`src/fmm_pkg.sv`:
```
// Shared types and constants of the min-max feature scaler.
// Holds field widths, command and status codes, and the divider handshake structs.
// Depends on nothing.
package fmm_pkg;

  localparam int VALUE_W = 32;
  localparam int DIFF_W  = VALUE_W + 1;
  localparam int IDX_W   = 4;
  localparam int CNT_W   = 5;
  localparam int CMD_W   = 2;
  localparam int STAT_W  = 2;

  localparam logic [CNT_W-1:0] CNT_RESET = 5'd16;

  localparam logic [CMD_W-1:0] CMD_OBSERVE = 2'd0;
  localparam logic [CMD_W-1:0] CMD_SCALE   = 2'd1;
  localparam logic [CMD_W-1:0] CMD_CLEAR   = 2'd2;

  localparam logic [STAT_W-1:0] ST_OK       = 2'd0;
  localparam logic [STAT_W-1:0] ST_SAT      = 2'd1;
  localparam logic [STAT_W-1:0] ST_NO_STATS = 2'd2;
  localparam logic [STAT_W-1:0] ST_RANGE    = 2'd3;

  typedef struct packed {
    logic start;
  } div_req_t;

  typedef struct packed {
    logic done;
    logic sat;
  } div_rsp_t;

endpackage

```
`src/feature_min_max_scaler.sv`:
```
// Min-max feature scaler: top level with command sequencer, statistics store and divider.
// A beat that needs no division has its result strobed from a register set in the lookup state;
// a division goes through the prepare and wait states and the divider at one quotient bit per
// cycle, or ends early when an up-front check finds that the quotient overflows.
// The receiver cannot stall results. Synchronous reset forgets all statistics and sets the
// feature count to 16; the min and max store is not cleared. Depends on fmm_pkg, fmm_ram, fmm_div.
module feature_min_max_scaler #(
  parameter int FEATURES      = 16,
  parameter int FRACTION_BITS = 16
) (
  input  logic                                clk,
  input  logic                                rst_n,
  input  logic                                start,
  output logic                                busy,
  input  logic [fmm_pkg::CMD_W-1:0]           in_command,
  input  logic [fmm_pkg::IDX_W-1:0]           in_feature_index,
  input  logic signed [fmm_pkg::VALUE_W-1:0]  in_value,
  input  logic                                cfg_valid,
  output logic                                cfg_ready,
  input  logic [fmm_pkg::CNT_W-1:0]           cfg_feature_count,
  output logic                                out_strobe,
  output logic signed [fmm_pkg::VALUE_W-1:0]  out_scaled_value,
  output logic signed [fmm_pkg::VALUE_W-1:0]  out_min_seen,
  output logic signed [fmm_pkg::VALUE_W-1:0]  out_max_seen,
  output logic [fmm_pkg::STAT_W-1:0]          out_status
);
  import fmm_pkg::*;

  localparam int AW = $clog2(FEATURES);
  localparam int XW = IDX_W + AW + 1;
  localparam logic [XW-1:0] FeatLim = XW'(FEATURES);

  typedef enum logic [3:0] {
    S_IDLE = 4'b0001,
    S_LOOK = 4'b0010,
    S_PREP = 4'b0100,
    S_WAIT = 4'b1000
  } state_t;

  state_t state_r, state_nxt;
  logic [CNT_W-1:0]    cnt_r, cnt_nxt;
  logic [FEATURES-1:0] seen_r, seen_nxt;
  logic                strobe_r, strobe_nxt;

  logic [CMD_W-1:0]          cmd_r;
  logic [IDX_W-1:0]          idx_r;
  logic signed [VALUE_W-1:0] val_r;
  logic signed [DIFF_W-1:0]  diff_r, diff_nxt;
  logic signed [DIFF_W-1:0]  span_r, span_nxt;
  logic signed [VALUE_W-1:0] scaled_r, scaled_nxt;
  logic signed [VALUE_W-1:0] min_r, min_nxt;
  logic signed [VALUE_W-1:0] max_r, max_nxt;
  logic [STAT_W-1:0]         status_r, status_nxt;

  logic                      accept;
  logic [XW-1:0]             in_idx_x;
  logic [XW-1:0]             idx_x;
  logic [AW-1:0]             raddr;
  logic [AW-1:0]             waddr;
  logic                      we;
  logic [2*VALUE_W-1:0]      rdata;
  logic signed [VALUE_W-1:0] mn_rd;
  logic signed [VALUE_W-1:0] mx_rd;
  logic signed [VALUE_W-1:0] obs_mn;
  logic signed [VALUE_W-1:0] obs_mx;
  logic                      in_range;
  logic                      seen_hit;

  div_req_t                  div_req;
  div_rsp_t                  div_rsp;
  logic signed [VALUE_W-1:0] div_quot;

  assign accept    = start && !busy;
  assign busy      = (state_r != S_IDLE);
  assign cfg_ready = 1'b1;
  assign in_idx_x  = XW'(in_feature_index);
  assign idx_x     = XW'(idx_r);
  assign raddr     = in_idx_x[AW-1:0];
  assign waddr     = idx_x[AW-1:0];
  assign mn_rd     = rdata[VALUE_W-1:0];
  assign mx_rd     = rdata[2*VALUE_W-1:VALUE_W];
  assign in_range  = (idx_x < XW'(cnt_r)) && (idx_x < FeatLim);
  assign seen_hit  = seen_r[waddr];
  assign obs_mn    = (!seen_hit || (val_r < mn_rd)) ? val_r : mn_rd;
  assign obs_mx    = (!seen_hit || (val_r > mx_rd)) ? val_r : mx_rd;

  fmm_ram #(
    .WIDTH (2 * VALUE_W),
    .DEPTH (FEATURES)
  ) u_stats (
    .clk   (clk),
    .we    (we),
    .waddr (waddr),
    .wdata ({obs_mx, obs_mn}),
    .re    (accept),
    .raddr (raddr),
    .rdata (rdata)
  );

  fmm_div #(
    .FRACTION_BITS (FRACTION_BITS)
  ) u_div (
    .clk   (clk),
    .rst_n (rst_n),
    .req   (div_req),
    .diff  (diff_r),
    .span  (span_r),
    .quot  (div_quot),
    .rsp   (div_rsp)
  );

  always_comb begin
    state_nxt     = state_r;
    cnt_nxt       = cnt_r;
    seen_nxt      = seen_r;
    strobe_nxt    = 1'b0;
    diff_nxt      = diff_r;
    span_nxt      = span_r;
    scaled_nxt    = scaled_r;
    min_nxt       = min_r;
    max_nxt       = max_r;
    status_nxt    = status_r;
    we            = 1'b0;
    div_req.start = 1'b0;

    if (cfg_valid && cfg_ready) begin
      cnt_nxt = cfg_feature_count;
    end

    unique case (state_r)
      S_IDLE: begin
        if (accept) begin
          state_nxt = S_LOOK;
        end
      end
      S_LOOK: begin
        scaled_nxt = '0;
        min_nxt    = '0;
        max_nxt    = '0;
        status_nxt = ST_OK;
        strobe_nxt = 1'b1;
        state_nxt  = S_IDLE;
        if (cmd_r == CMD_CLEAR) begin
          seen_nxt = '0;
        end else if ((cmd_r == CMD_OBSERVE) || (cmd_r == CMD_SCALE)) begin
          priority if (!in_range) begin
            status_nxt = ST_RANGE;
          end else if (idx_r == '0) begin
            scaled_nxt = (cmd_r == CMD_SCALE) ? val_r : '0;
          end else if (cmd_r == CMD_OBSERVE) begin
            we              = 1'b1;
            seen_nxt[waddr] = 1'b1;
            min_nxt         = obs_mn;
            max_nxt         = obs_mx;
          end else if (!seen_hit) begin
            status_nxt = ST_NO_STATS;
          end else begin
            min_nxt    = mn_rd;
            max_nxt    = mx_rd;
            diff_nxt   = DIFF_W'(val_r) - DIFF_W'(mn_rd);
            span_nxt   = DIFF_W'(mx_rd) - DIFF_W'(mn_rd);
            strobe_nxt = 1'b0;
            state_nxt  = S_PREP;
          end
        end
      end
      S_PREP: begin
        div_req.start = 1'b1;
        state_nxt     = S_WAIT;
      end
      S_WAIT: begin
        if (div_rsp.done) begin
          scaled_nxt = div_quot;
          status_nxt = div_rsp.sat ? ST_SAT : ST_OK;
          strobe_nxt = 1'b1;
          state_nxt  = S_IDLE;
        end
      end
      default: begin
        state_nxt = S_IDLE;
      end
    endcase
  end

  always_ff @(posedge clk) begin
    if (!rst_n) begin
      state_r  <= S_IDLE;
      cnt_r    <= CNT_RESET;
      seen_r   <= '0;
      strobe_r <= 1'b0;
    end else begin
      state_r  <= state_nxt;
      cnt_r    <= cnt_nxt;
      seen_r   <= seen_nxt;
      strobe_r <= strobe_nxt;
    end
  end

  always_ff @(posedge clk) begin
    if (accept) begin
      cmd_r <= in_command;
      idx_r <= in_feature_index;
      val_r <= in_value;
    end
    diff_r   <= diff_nxt;
    span_r   <= span_nxt;
    scaled_r <= scaled_nxt;
    min_r    <= min_nxt;
    max_r    <= max_nxt;
    status_r <= status_nxt;
  end

  assign out_strobe       = strobe_r;
  assign out_scaled_value = scaled_r;
  assign out_min_seen     = min_r;
  assign out_max_seen     = max_r;
  assign out_status       = status_r;

`ifndef SYNTHESIS
  a_strobe_single: assert property (@(posedge clk) disable iff (!rst_n)
    strobe_r |=> !strobe_r)
    else $error("Result strobe held for more than one cycle.");

  a_accept_busy: assert property (@(posedge clk) disable iff (!rst_n)
    accept |=> busy)
    else $error("Accepted beat did not make the block busy.");

  a_div_done_wait: assert property (@(posedge clk) disable iff (!rst_n)
    div_rsp.done |-> (state_r == S_WAIT))
    else $error("Divider finished while no scale was pending.");

  a_no_stats_zero: assert property (@(posedge clk) disable iff (!rst_n)
    (strobe_r && (status_r == ST_NO_STATS)) |-> (scaled_r == '0) && (min_r == '0))
    else $error("Result for a feature without statistics is not zero.");
`endif

endmodule

```
`src/fmm_ram.sv`:
```
// Generic single-port-write, single-port-read RAM with a registered read.
// Used for the per-feature minimum and maximum store; depends on nothing.
module fmm_ram #(
  parameter int WIDTH = 64,
  parameter int DEPTH = 16
) (
  input  logic                     clk,
  input  logic                     we,
  input  logic [$clog2(DEPTH)-1:0] waddr,
  input  logic [WIDTH-1:0]         wdata,
  input  logic                     re,
  input  logic [$clog2(DEPTH)-1:0] raddr,
  output logic [WIDTH-1:0]         rdata
);

  logic [WIDTH-1:0] mem [DEPTH];
  logic [WIDTH-1:0] rdata_r;

  always_ff @(posedge clk) begin
    if (we) begin
      mem[waddr] <= wdata;
    end
    if (re) begin
      rdata_r <= mem[raddr];
    end
  end

  assign rdata = rdata_r;

endmodule

```
`src/fmm_div.sv`:
```
// Radix-2 restoring divider that forms the signed, saturated scale quotient.
// One quotient bit per cycle after an up-front overflow check.
// Depends on fmm_pkg.
module fmm_div #(
  parameter int FRACTION_BITS = 16
) (
  input  logic                                clk,
  input  logic                                rst_n,
  input  fmm_pkg::div_req_t                   req,
  input  logic signed [fmm_pkg::DIFF_W-1:0]   diff,
  input  logic signed [fmm_pkg::DIFF_W-1:0]   span,
  output logic signed [fmm_pkg::VALUE_W-1:0]  quot,
  output fmm_pkg::div_rsp_t                   rsp
);
  import fmm_pkg::*;

  localparam int DW  = VALUE_W + FRACTION_BITS;
  localparam int CW  = $clog2(VALUE_W);
  localparam logic [VALUE_W-1:0] Unit = {{(VALUE_W-1){1'b0}}, 1'b1} << FRACTION_BITS;

  typedef enum logic [3:0] {
    D_IDLE  = 4'b0001,
    D_CHECK = 4'b0010,
    D_RUN   = 4'b0100,
    D_FIN   = 4'b1000
  } dstate_t;

  dstate_t state_r, state_nxt;
  logic done_r, done_nxt;
  logic sat_r, sat_nxt;
  logic neg_r, neg_nxt;
  logic ovf_r, ovf_nxt;
  logic [VALUE_W-1:0] mag_r, mag_nxt;
  logic [VALUE_W-1:0] den_r, den_nxt;
  logic [VALUE_W-1:0] rem_r, rem_nxt;
  logic [VALUE_W-1:0] lo_r, lo_nxt;
  logic [VALUE_W-1:0] q_r, q_nxt;
  logic [VALUE_W-1:0] quot_r, quot_nxt;
  logic [CW-1:0]      cnt_r, cnt_nxt;

  logic [DIFF_W-1:0]        neg_diff;
  logic [DW-1:0]            dividend;
  logic [FRACTION_BITS-1:0] hi;
  logic [VALUE_W:0]         trial;
  logic [VALUE_W:0]         trial_sub;
  logic                     ge;
  logic                     pos_sat;
  logic                     neg_sat;
  logic                     any_sat;
  logic [VALUE_W-1:0]       q_neg;

  always_comb begin
    neg_diff  = DIFF_W'(-diff);
    dividend  = {mag_r, {FRACTION_BITS{1'b0}}};
    hi        = dividend[DW-1:VALUE_W];
    trial     = {rem_r, lo_r[VALUE_W-1]};
    trial_sub = trial - {1'b0, den_r};
    ge        = (trial >= {1'b0, den_r});
    pos_sat   = !neg_r && q_r[VALUE_W-1];
    neg_sat   = neg_r && q_r[VALUE_W-1] && (|q_r[VALUE_W-2:0]);
    any_sat   = ovf_r || pos_sat || neg_sat;
    q_neg     = VALUE_W'(-q_r);

    state_nxt = state_r;
    done_nxt  = 1'b0;
    sat_nxt   = sat_r;
    neg_nxt   = neg_r;
    ovf_nxt   = ovf_r;
    mag_nxt   = mag_r;
    den_nxt   = den_r;
    rem_nxt   = rem_r;
    lo_nxt    = lo_r;
    q_nxt     = q_r;
    quot_nxt  = quot_r;
    cnt_nxt   = cnt_r;

    unique case (state_r)
      D_IDLE: begin
        if (req.start) begin
          neg_nxt   = diff[DIFF_W-1];
          mag_nxt   = diff[DIFF_W-1] ? neg_diff[VALUE_W-1:0] : diff[VALUE_W-1:0];
          den_nxt   = (span == '0) ? Unit : span[VALUE_W-1:0];
          state_nxt = D_CHECK;
        end
      end
      D_CHECK: begin
        if (VALUE_W'(hi) >= den_r) begin
          ovf_nxt   = 1'b1;
          state_nxt = D_FIN;
        end else begin
          ovf_nxt   = 1'b0;
          rem_nxt   = VALUE_W'(hi);
          lo_nxt    = dividend[VALUE_W-1:0];
          q_nxt     = '0;
          cnt_nxt   = CW'(VALUE_W - 1);
          state_nxt = D_RUN;
        end
      end
      D_RUN: begin
        rem_nxt = ge ? trial_sub[VALUE_W-1:0] : trial[VALUE_W-1:0];
        lo_nxt  = lo_r << 1;
        q_nxt   = {q_r[VALUE_W-2:0], ge};
        cnt_nxt = cnt_r - 1'b1;
        if (cnt_r == '0) begin
          state_nxt = D_FIN;
        end
      end
      D_FIN: begin
        sat_nxt = any_sat;
        if (any_sat) begin
          quot_nxt = neg_r ? {1'b1, {(VALUE_W-1){1'b0}}} : {1'b0, {(VALUE_W-1){1'b1}}};
        end else begin
          quot_nxt = neg_r ? q_neg : q_r;
        end
        done_nxt  = 1'b1;
        state_nxt = D_IDLE;
      end
      default: begin
        state_nxt = D_IDLE;
      end
    endcase
  end

  always_ff @(posedge clk) begin
    if (!rst_n) begin
      state_r <= D_IDLE;
      done_r  <= 1'b0;
    end else begin
      state_r <= state_nxt;
      done_r  <= done_nxt;
    end
  end

  always_ff @(posedge clk) begin
    sat_r  <= sat_nxt;
    neg_r  <= neg_nxt;
    ovf_r  <= ovf_nxt;
    mag_r  <= mag_nxt;
    den_r  <= den_nxt;
    rem_r  <= rem_nxt;
    lo_r   <= lo_nxt;
    q_r    <= q_nxt;
    quot_r <= quot_nxt;
    cnt_r  <= cnt_nxt;
  end

  assign quot     = quot_r;
  assign rsp.done = done_r;
  assign rsp.sat  = sat_r;

endmodule
```
`config.mk`:
```
export PLATFORM = sky130hd
export DESIGN_NAME = feature_min_max_scaler
export DESIGN_NICKNAME = d
export VERILOG_FILES = /design/src/fmm_pkg.sv /design/src/feature_min_max_scaler.sv /design/src/fmm_ram.sv /design/src/fmm_div.sv
export SDC_FILE = /design/constraint.sdc
export NUM_CORES = 2
export LEC_CHECK = 0
export BUFFER_PORTS_ARGS = -buffer_cell sky130_fd_sc_hd__buf_2
export CORE_MARGIN = 2
export CORE_UTILIZATION = 48
export CTS_BUF_LIST = sky130_fd_sc_hd__clkbuf_4 sky130_fd_sc_hd__clkbuf_8
export DETAILED_ROUTE_END_ITERATION = 6
export HOLD_SLACK_MARGIN = 0.03
export PLACE_DENSITY = 0.66
export SYNTH_ARGS = -nofsm -noshare
export SYNTH_HDL_FRONTEND = slang
export SYNTH_SLANG_ARGS = --single-unit
export TNS_END_PERCENT = 10
```
`constraint.sdc`:
```
create_clock -name clk -period 9.13 [get_ports clk]
set_input_delay 2.2825 -clock clk [delete_from_list [all_inputs] [get_ports clk]]
set_output_delay 2.2825 -clock clk [all_outputs]
set_load 0.01 [all_outputs]
```
* After elaboration in Yosys (flattened, before gate mapping)
Memory sizes are Yosys's and may differ from the RTL's. A register that Yosys moved wholly into a read port is not among the register bits. Cells that the tools add are included. W data, S select, Z words.
Word-level totals: output and inout bits 101, word-level logic and storage cells 171, flip-flop bits (word level) 433, input bits 47, memory bits (writable) 1024, memories kept 1
Memories:
- u_stats.mem | depth 16, bits a word 64, read ports 1, clocked after memory_dff 1, wr ports 1, RTL line fmm_ram.sv:16 | logic [WIDTH-1:0] mem [DEPTH];
Operators by class: order comparisons 8, equality and inequality tests 17, add/subtract/negate cells 6, reductions and logical operators 32, bitwise logic cells 6, mux-type cells 76
Operators by type and width (number):
- $mux W32 | 20
- $pmux W32 S2 | 4
- $mux W16 | 5
- $sub A32 B32 Y33 | 2
- $neg A32 Y32 | 2
- $ge A33 B32 Y1 | 1
- $logic_not A33 Y1 | 1
- $ge A16 B32 Y1 | 1
- $gt A32 B32 Y1 | 1
- $lt A32 B32 Y1 | 1
- $sub A32 B32 Y32 | 1
- $reduce_or A31 Y1 | 1
- $mux W1 | 21
- $mux W4 | 5
- $mux W3 | 6
- $or A16 B16 Y16 | 1
- $pmux W4 S4 | 1
- $mux W2 | 7
- $pmux W4 S3 | 1
- $lt A4 B5 Y1 const B | 2
- $pmux W5 S2 | 1
- $reduce_and A2 Y1 | 5
- $reduce_bool A2 Y1 | 5
- $eq A4 B1 Y1 const B | 2
- other kinds (26) | 48

* Longest topological paths before layout
depth in word-level cells 10, mapped depth 15

* Modules after synthesis
Synthesis repeated with hierarchy kept, for this count alone.
Second synthesis, totals: cells, all modules 3904, area, all modules 64333.0 um^2
By module, submodules not included:
- fmm_ram | times used 1, cells each 1647, area an instance 40222.3 um^2
- feature_min_max_scaler | times used 1, cells each 1165, area an instance 13118.8 um^2
- fmm_div | times used 1, cells each 1092, area an instance 10991.8 um^2

* Worst setup path after synthesis
OpenSTA, ideal clock, no wires.
kind reg2reg, start point register u_div.den_r[0], end point register u_div.cnt_r[0] (enable), buffers on the path 0, arrival 7.836 ns, data required time 8.484 ns, library setup time 0.646 ns, clock period less this slack 8.482 ns, setup slack 0.648 ns, stages on the path, launching flop included 11, path through edfxtp_1 -> ha_1 -> nand2b_1 -> a21o_1 -> a21o_1 -> a21oi_1 -> o21ai_0 -> a2111oi_0 -> or3_1 -> a21oi_1 -> o21ai_0
On the way: longest elaborated chain between the ends 3
RTL lines:
- from (decl) | RTL line fmm_div.sv:34 | logic [VALUE_W-1:0] den_r, den_nxt;
- from (signal assigned) | RTL line fmm_div.sv:139 | den_r <= den_nxt;
- $ge A16 B32 Y1 | RTL line fmm_div.sv:87 | if (VALUE_W'(hi) >= den_r) begin
- $ne A2 B2 Y1 (no line)
- $reduce_and A2 Y1 (no line)
- to (signal assigned) | RTL line fmm_div.sv:144 | cnt_r <= cnt_nxt;
- to (decl) | RTL line fmm_div.sv:39 | logic [CW-1:0] cnt_r, cnt_nxt;
No other way between the ends. A chain may end at the register's enable or synchronous reset.

* Worst setup path in the final report
start point register val_r[2], end point memory u_stats.mem[0][25] (data pin)
On the way: longest elaborated chain between the ends 3
RTL lines:
- from (decl) | RTL line feature_min_max_scaler.sv:47 | logic signed [VALUE_W-1:0] val_r;
- from (signal assigned) | RTL line feature_min_max_scaler.sv:203 | val_r <= in_value;
- $lt A32 B32 Y1 | RTL line feature_min_max_scaler.sv:84 | assign obs_mn = (!seen_hit || (val_r < mn_rd)) ? val_r : mn_rd;
- $logic_or A1 B1 Y1 | RTL line feature_min_max_scaler.sv:84
- $mux W32 | RTL line feature_min_max_scaler.sv:84
- via obs_mn[25] | RTL line feature_min_max_scaler.sv:64 | logic signed [VALUE_W-1:0] obs_mn;
- to (decl) | RTL line fmm_ram.sv:16
The timed path passes the listed nets, and every way through them passes these cells.

==> results.toml <==
[timing]
setup_viol = 0
hold_viol = 0
tightest_slew_ns = 1.149
fin_skew_ns = 0.07082
max_freq_mhz = 187.0
final_max_slew_viol_count = 0
timing.setup.tns_ns = 0
period_needed_ns = 5.347
slew_headroom = 0.2287
rsz0062_at_grt = "no"
period_share = 0.5857

[pwr]
leakage_uw = 0.02477
swShare = 0.2340
vdd_drop_max_v = 0.0001410
power_uw = 14640
p_seq_frac = 0.539
switchingPower_uw = 3428
clkPwrFrac = 0.384
p_int_uw = 11220
combPwrFrac = 0.077
powerDensity_nw_per_um2 = 203.5

[global_routing]
met2_usage = 0.3948
grt_pass1_wl_um = 240200
antenna_found_initial = 7
grt_pass1_vias = 35300
grt_start_max_net_pins = 127
busiest_layer = "met2"
track_usage = 0.2438
met3_usage = 0.04341
grt_overflow = 0
grt.met1_usage = 0.3379

[status]
status = "completed"

[yosys]
ys_types = 83
yosys.area.top_type = "edfxtp_1"
synth-xor-area-share = 0.01811
synth_top_area_share = 0.6932
synth_top_family_by_area = "multiplexers"
yosysWarnings = 0
synthMuxAreaShare = 0.1242
synth_edf_count = 1474
synth.area.top_cells = "edfxtp_1 69%, mux4_2 11%, ha_1 3.0%, xnor2_1 1.2%, nand2_1 1.1%"
synthAdderAreaFrac = 0.03053
syn_avg_cell_area_um2 = 17.53
synth_seq_cells = 1505
async_flop_share = 0
synth_compound_area_frac = 0.06075
syn_inst = 3642
synthSimpleGateAreaFrac = 0.04395
synth_ff_type = "edfxtp_1"
syn-cell-area_um2 = 63850
yosysSeqAreaShare = 0.7029

[worst_setup_path]
arrival_ns = 5.93
rr_worst_depth = 12
critPathRequiredTime_ns = 9.72
critPathKind = "flop to flop"
crit_path_end_kind = "flop"
cp_max_fo = 34
r2r-start = "val_r[2]"
r2r_end = "u_stats.mem[0][25]"
ff2ff_setup_slack_ns = 3.78
cp-start-kind = "flop"

[routing]
post_drt_wl_per_cell_um = 27.72
wirelength_um = 164900
vias = 35500
dr.pass1.iters = 5
ant_nets = 0
drc_errors = 0
drtIter0Drc = 3946
vias_per_cell = 5.966

[hold_path]
min-delay-start = "span_r[0]"
hold_depth = 0
min_to = "u_div.den_r[0]"
min-delay-path-class = "flop to flop"

[die]
io_pins = 148
die-area_um2 = 136000
die-height_um = 368.7
die_w_um = 368.7
initial_core_util = 0.4845
row_count = 133
core_area_um2 = 131800

[clock_tree]
cts-resized-gates = 0
cts_setup_buffers = 0
root_buffer = "clkbuf_8"
insertion_delay_ns = 0.94
cts_tree = "done"
cts_buffers = 232
clk_pin_slew_worst_paths_ns = 0.07
clock_sinks = 1505
cts_buffer_depth = 3
hold_buffers = 0
h-tree-depth = 4

[cells_and_area]
layout_common_cells = "1,474 x edfxtp_1, 324 x mux4_2, 234 x clkbuf_8"
fin_nets = 4207
layout_commonest_cell = "edfxtp_1"
final_layout_size_suffix_gt1_frac = 0.2472
syn_to_final_growth_pct = 12.73

[placement]
port-buffer-count = 146
post-dp-hpwl_um = 101000
gp_congestion = 0.8947

[job]
maxCapViolCount = 0
-- how the worst max path moves through the flow --
| stage | slack, ns | end | start |
|---|---|---|---|
| 2_1_floorplan | 0.65 | u_div.cnt_r[0] | u_div.den_r[0] |
| 3_3_place_gp | 3.83 | u_stats.mem[10][1] | val_r[10] |
| 3_5_place_dp | 3.74 | u_stats.mem[6][1] | val_r[9] |
| 4_1_cts | 3.69 | u_stats.mem[14][1] | val_r[10] |
| 5_1_grt | 3.68 | u_stats.mem[0][25] | val_r[2] |
| 6_report | 3.78 | u_stats.mem[0][25] | val_r[2] |
-- power by group through the flow --
stage	sequential, uW	clock, uW	combinational (uW)
after floorplan	7980	0	745
after global placement	8040	0	1110
after detailed placement	8040	0	1120
after CTS	7890	5730	1130
after global routing	7890	6030	1230
final	7900	5620	1130
-- final cells by class --
class	instances	area, um2
Fill cell	10370	59820
Sequential cell	1505	44880
Multi-Input combinational cell	1879	18170
Clock buffer	310	3791
Tap cell	1755	2196
Timing Repair Buffer	252	1580
Clock inverter	109	833.3
Inverter	136	511.7
Antenna cell	4	10.01
-- registers in the layout (all words and copies together) (netlist names), 4 cells and up --
| signal | flops |
|---|---|
| u_div.state_r | 4 |
| val_r | 32 |
| state_r | 4 |
| u_stats.rdata | 64 |
| out_min_seen | 32 |
| u_div.rem_r | 32 |
| seen_r | 16 |
| u_div.lo_r | 16 |
| out_max_seen | 32 |
| u_div.cnt_r | 5 |
| out_scaled_value | 32 |
| cnt_r | 5 |
| diff_r | 33 |
| span_r | 33 |
| idx_r | 4 |
| u_div.mag_r | 32 |
| u_div.q_r | 32 |
| u_div.quot | 32 |
| u_div.den_r | 32 |
| u_stats.mem | 1024 |
-- metrics by stage --
step	util	hold slack [ns]	area, um2	worst slack [ns]	instances
CTS	0.5460	0.4346	71960	3.694	5946
floorplan	-	0.4315	64090	0.6481	3705
detailed placement	0.5109	0.4377	67340	3.738	5527
finish	0.5461	0.4501	71980	3.783	5950
global route	0.5461	0.4563	71970	3.683	5948
global placement	0.5109	0.4352	67340	3.831	5527
-- critical path, cell delays in order, from the launching register on --
cell	delay [ns]
edfxtp_1	0.83
ha_1	0.39
o21a_1	0.20
o31a_1	0.12
o21bai_1	0.23
a211oi_2	0.17
o2111ai_1	0.37
a21oi_1	0.19
o2111a_1	0.30
a21o_1	0.33
nand2b_4	0.48
buf_4	0.71
mux2_2	0.54
-- kinds of logic (layout without fill, tap and decap cells) --
kind of cell	Yosys count	in the layout
DFF	1505	1505
and+or+nand+nor	579	579
AOI/OAI and AO/OA	566	566
muxes	383	383
buffers and inverters	321	807
adders and majority gates	154	154
xor gates and xnor gates	132	132
other	2	69
-- cell usage after synthesis, types with 46 or more instances --
cell	number
xnor2_1	86
a21o_1	69
xor2_1	46
edfxtp_1	1474
clkbuf_1	138
ha_1	151
inv_1	135
o21ai_0	111
a21oi_1	132
nor2_1	144
nand2_1	192
mux4_2	324
a22o_1	64
-- metal layers --
| metal | vias up | share of wire |
|---|---|---|
| li1 | 15300 | - |
| met1 | 18410 | 0.41 |
| met2 | 1516 | 0.48 |
| met3 | 277 | 0.078 |
| met4 | 2 | 0.027 |
| met5 | - | 0.00012 |
No activity file was read; power rests on OpenSTA's default activity.
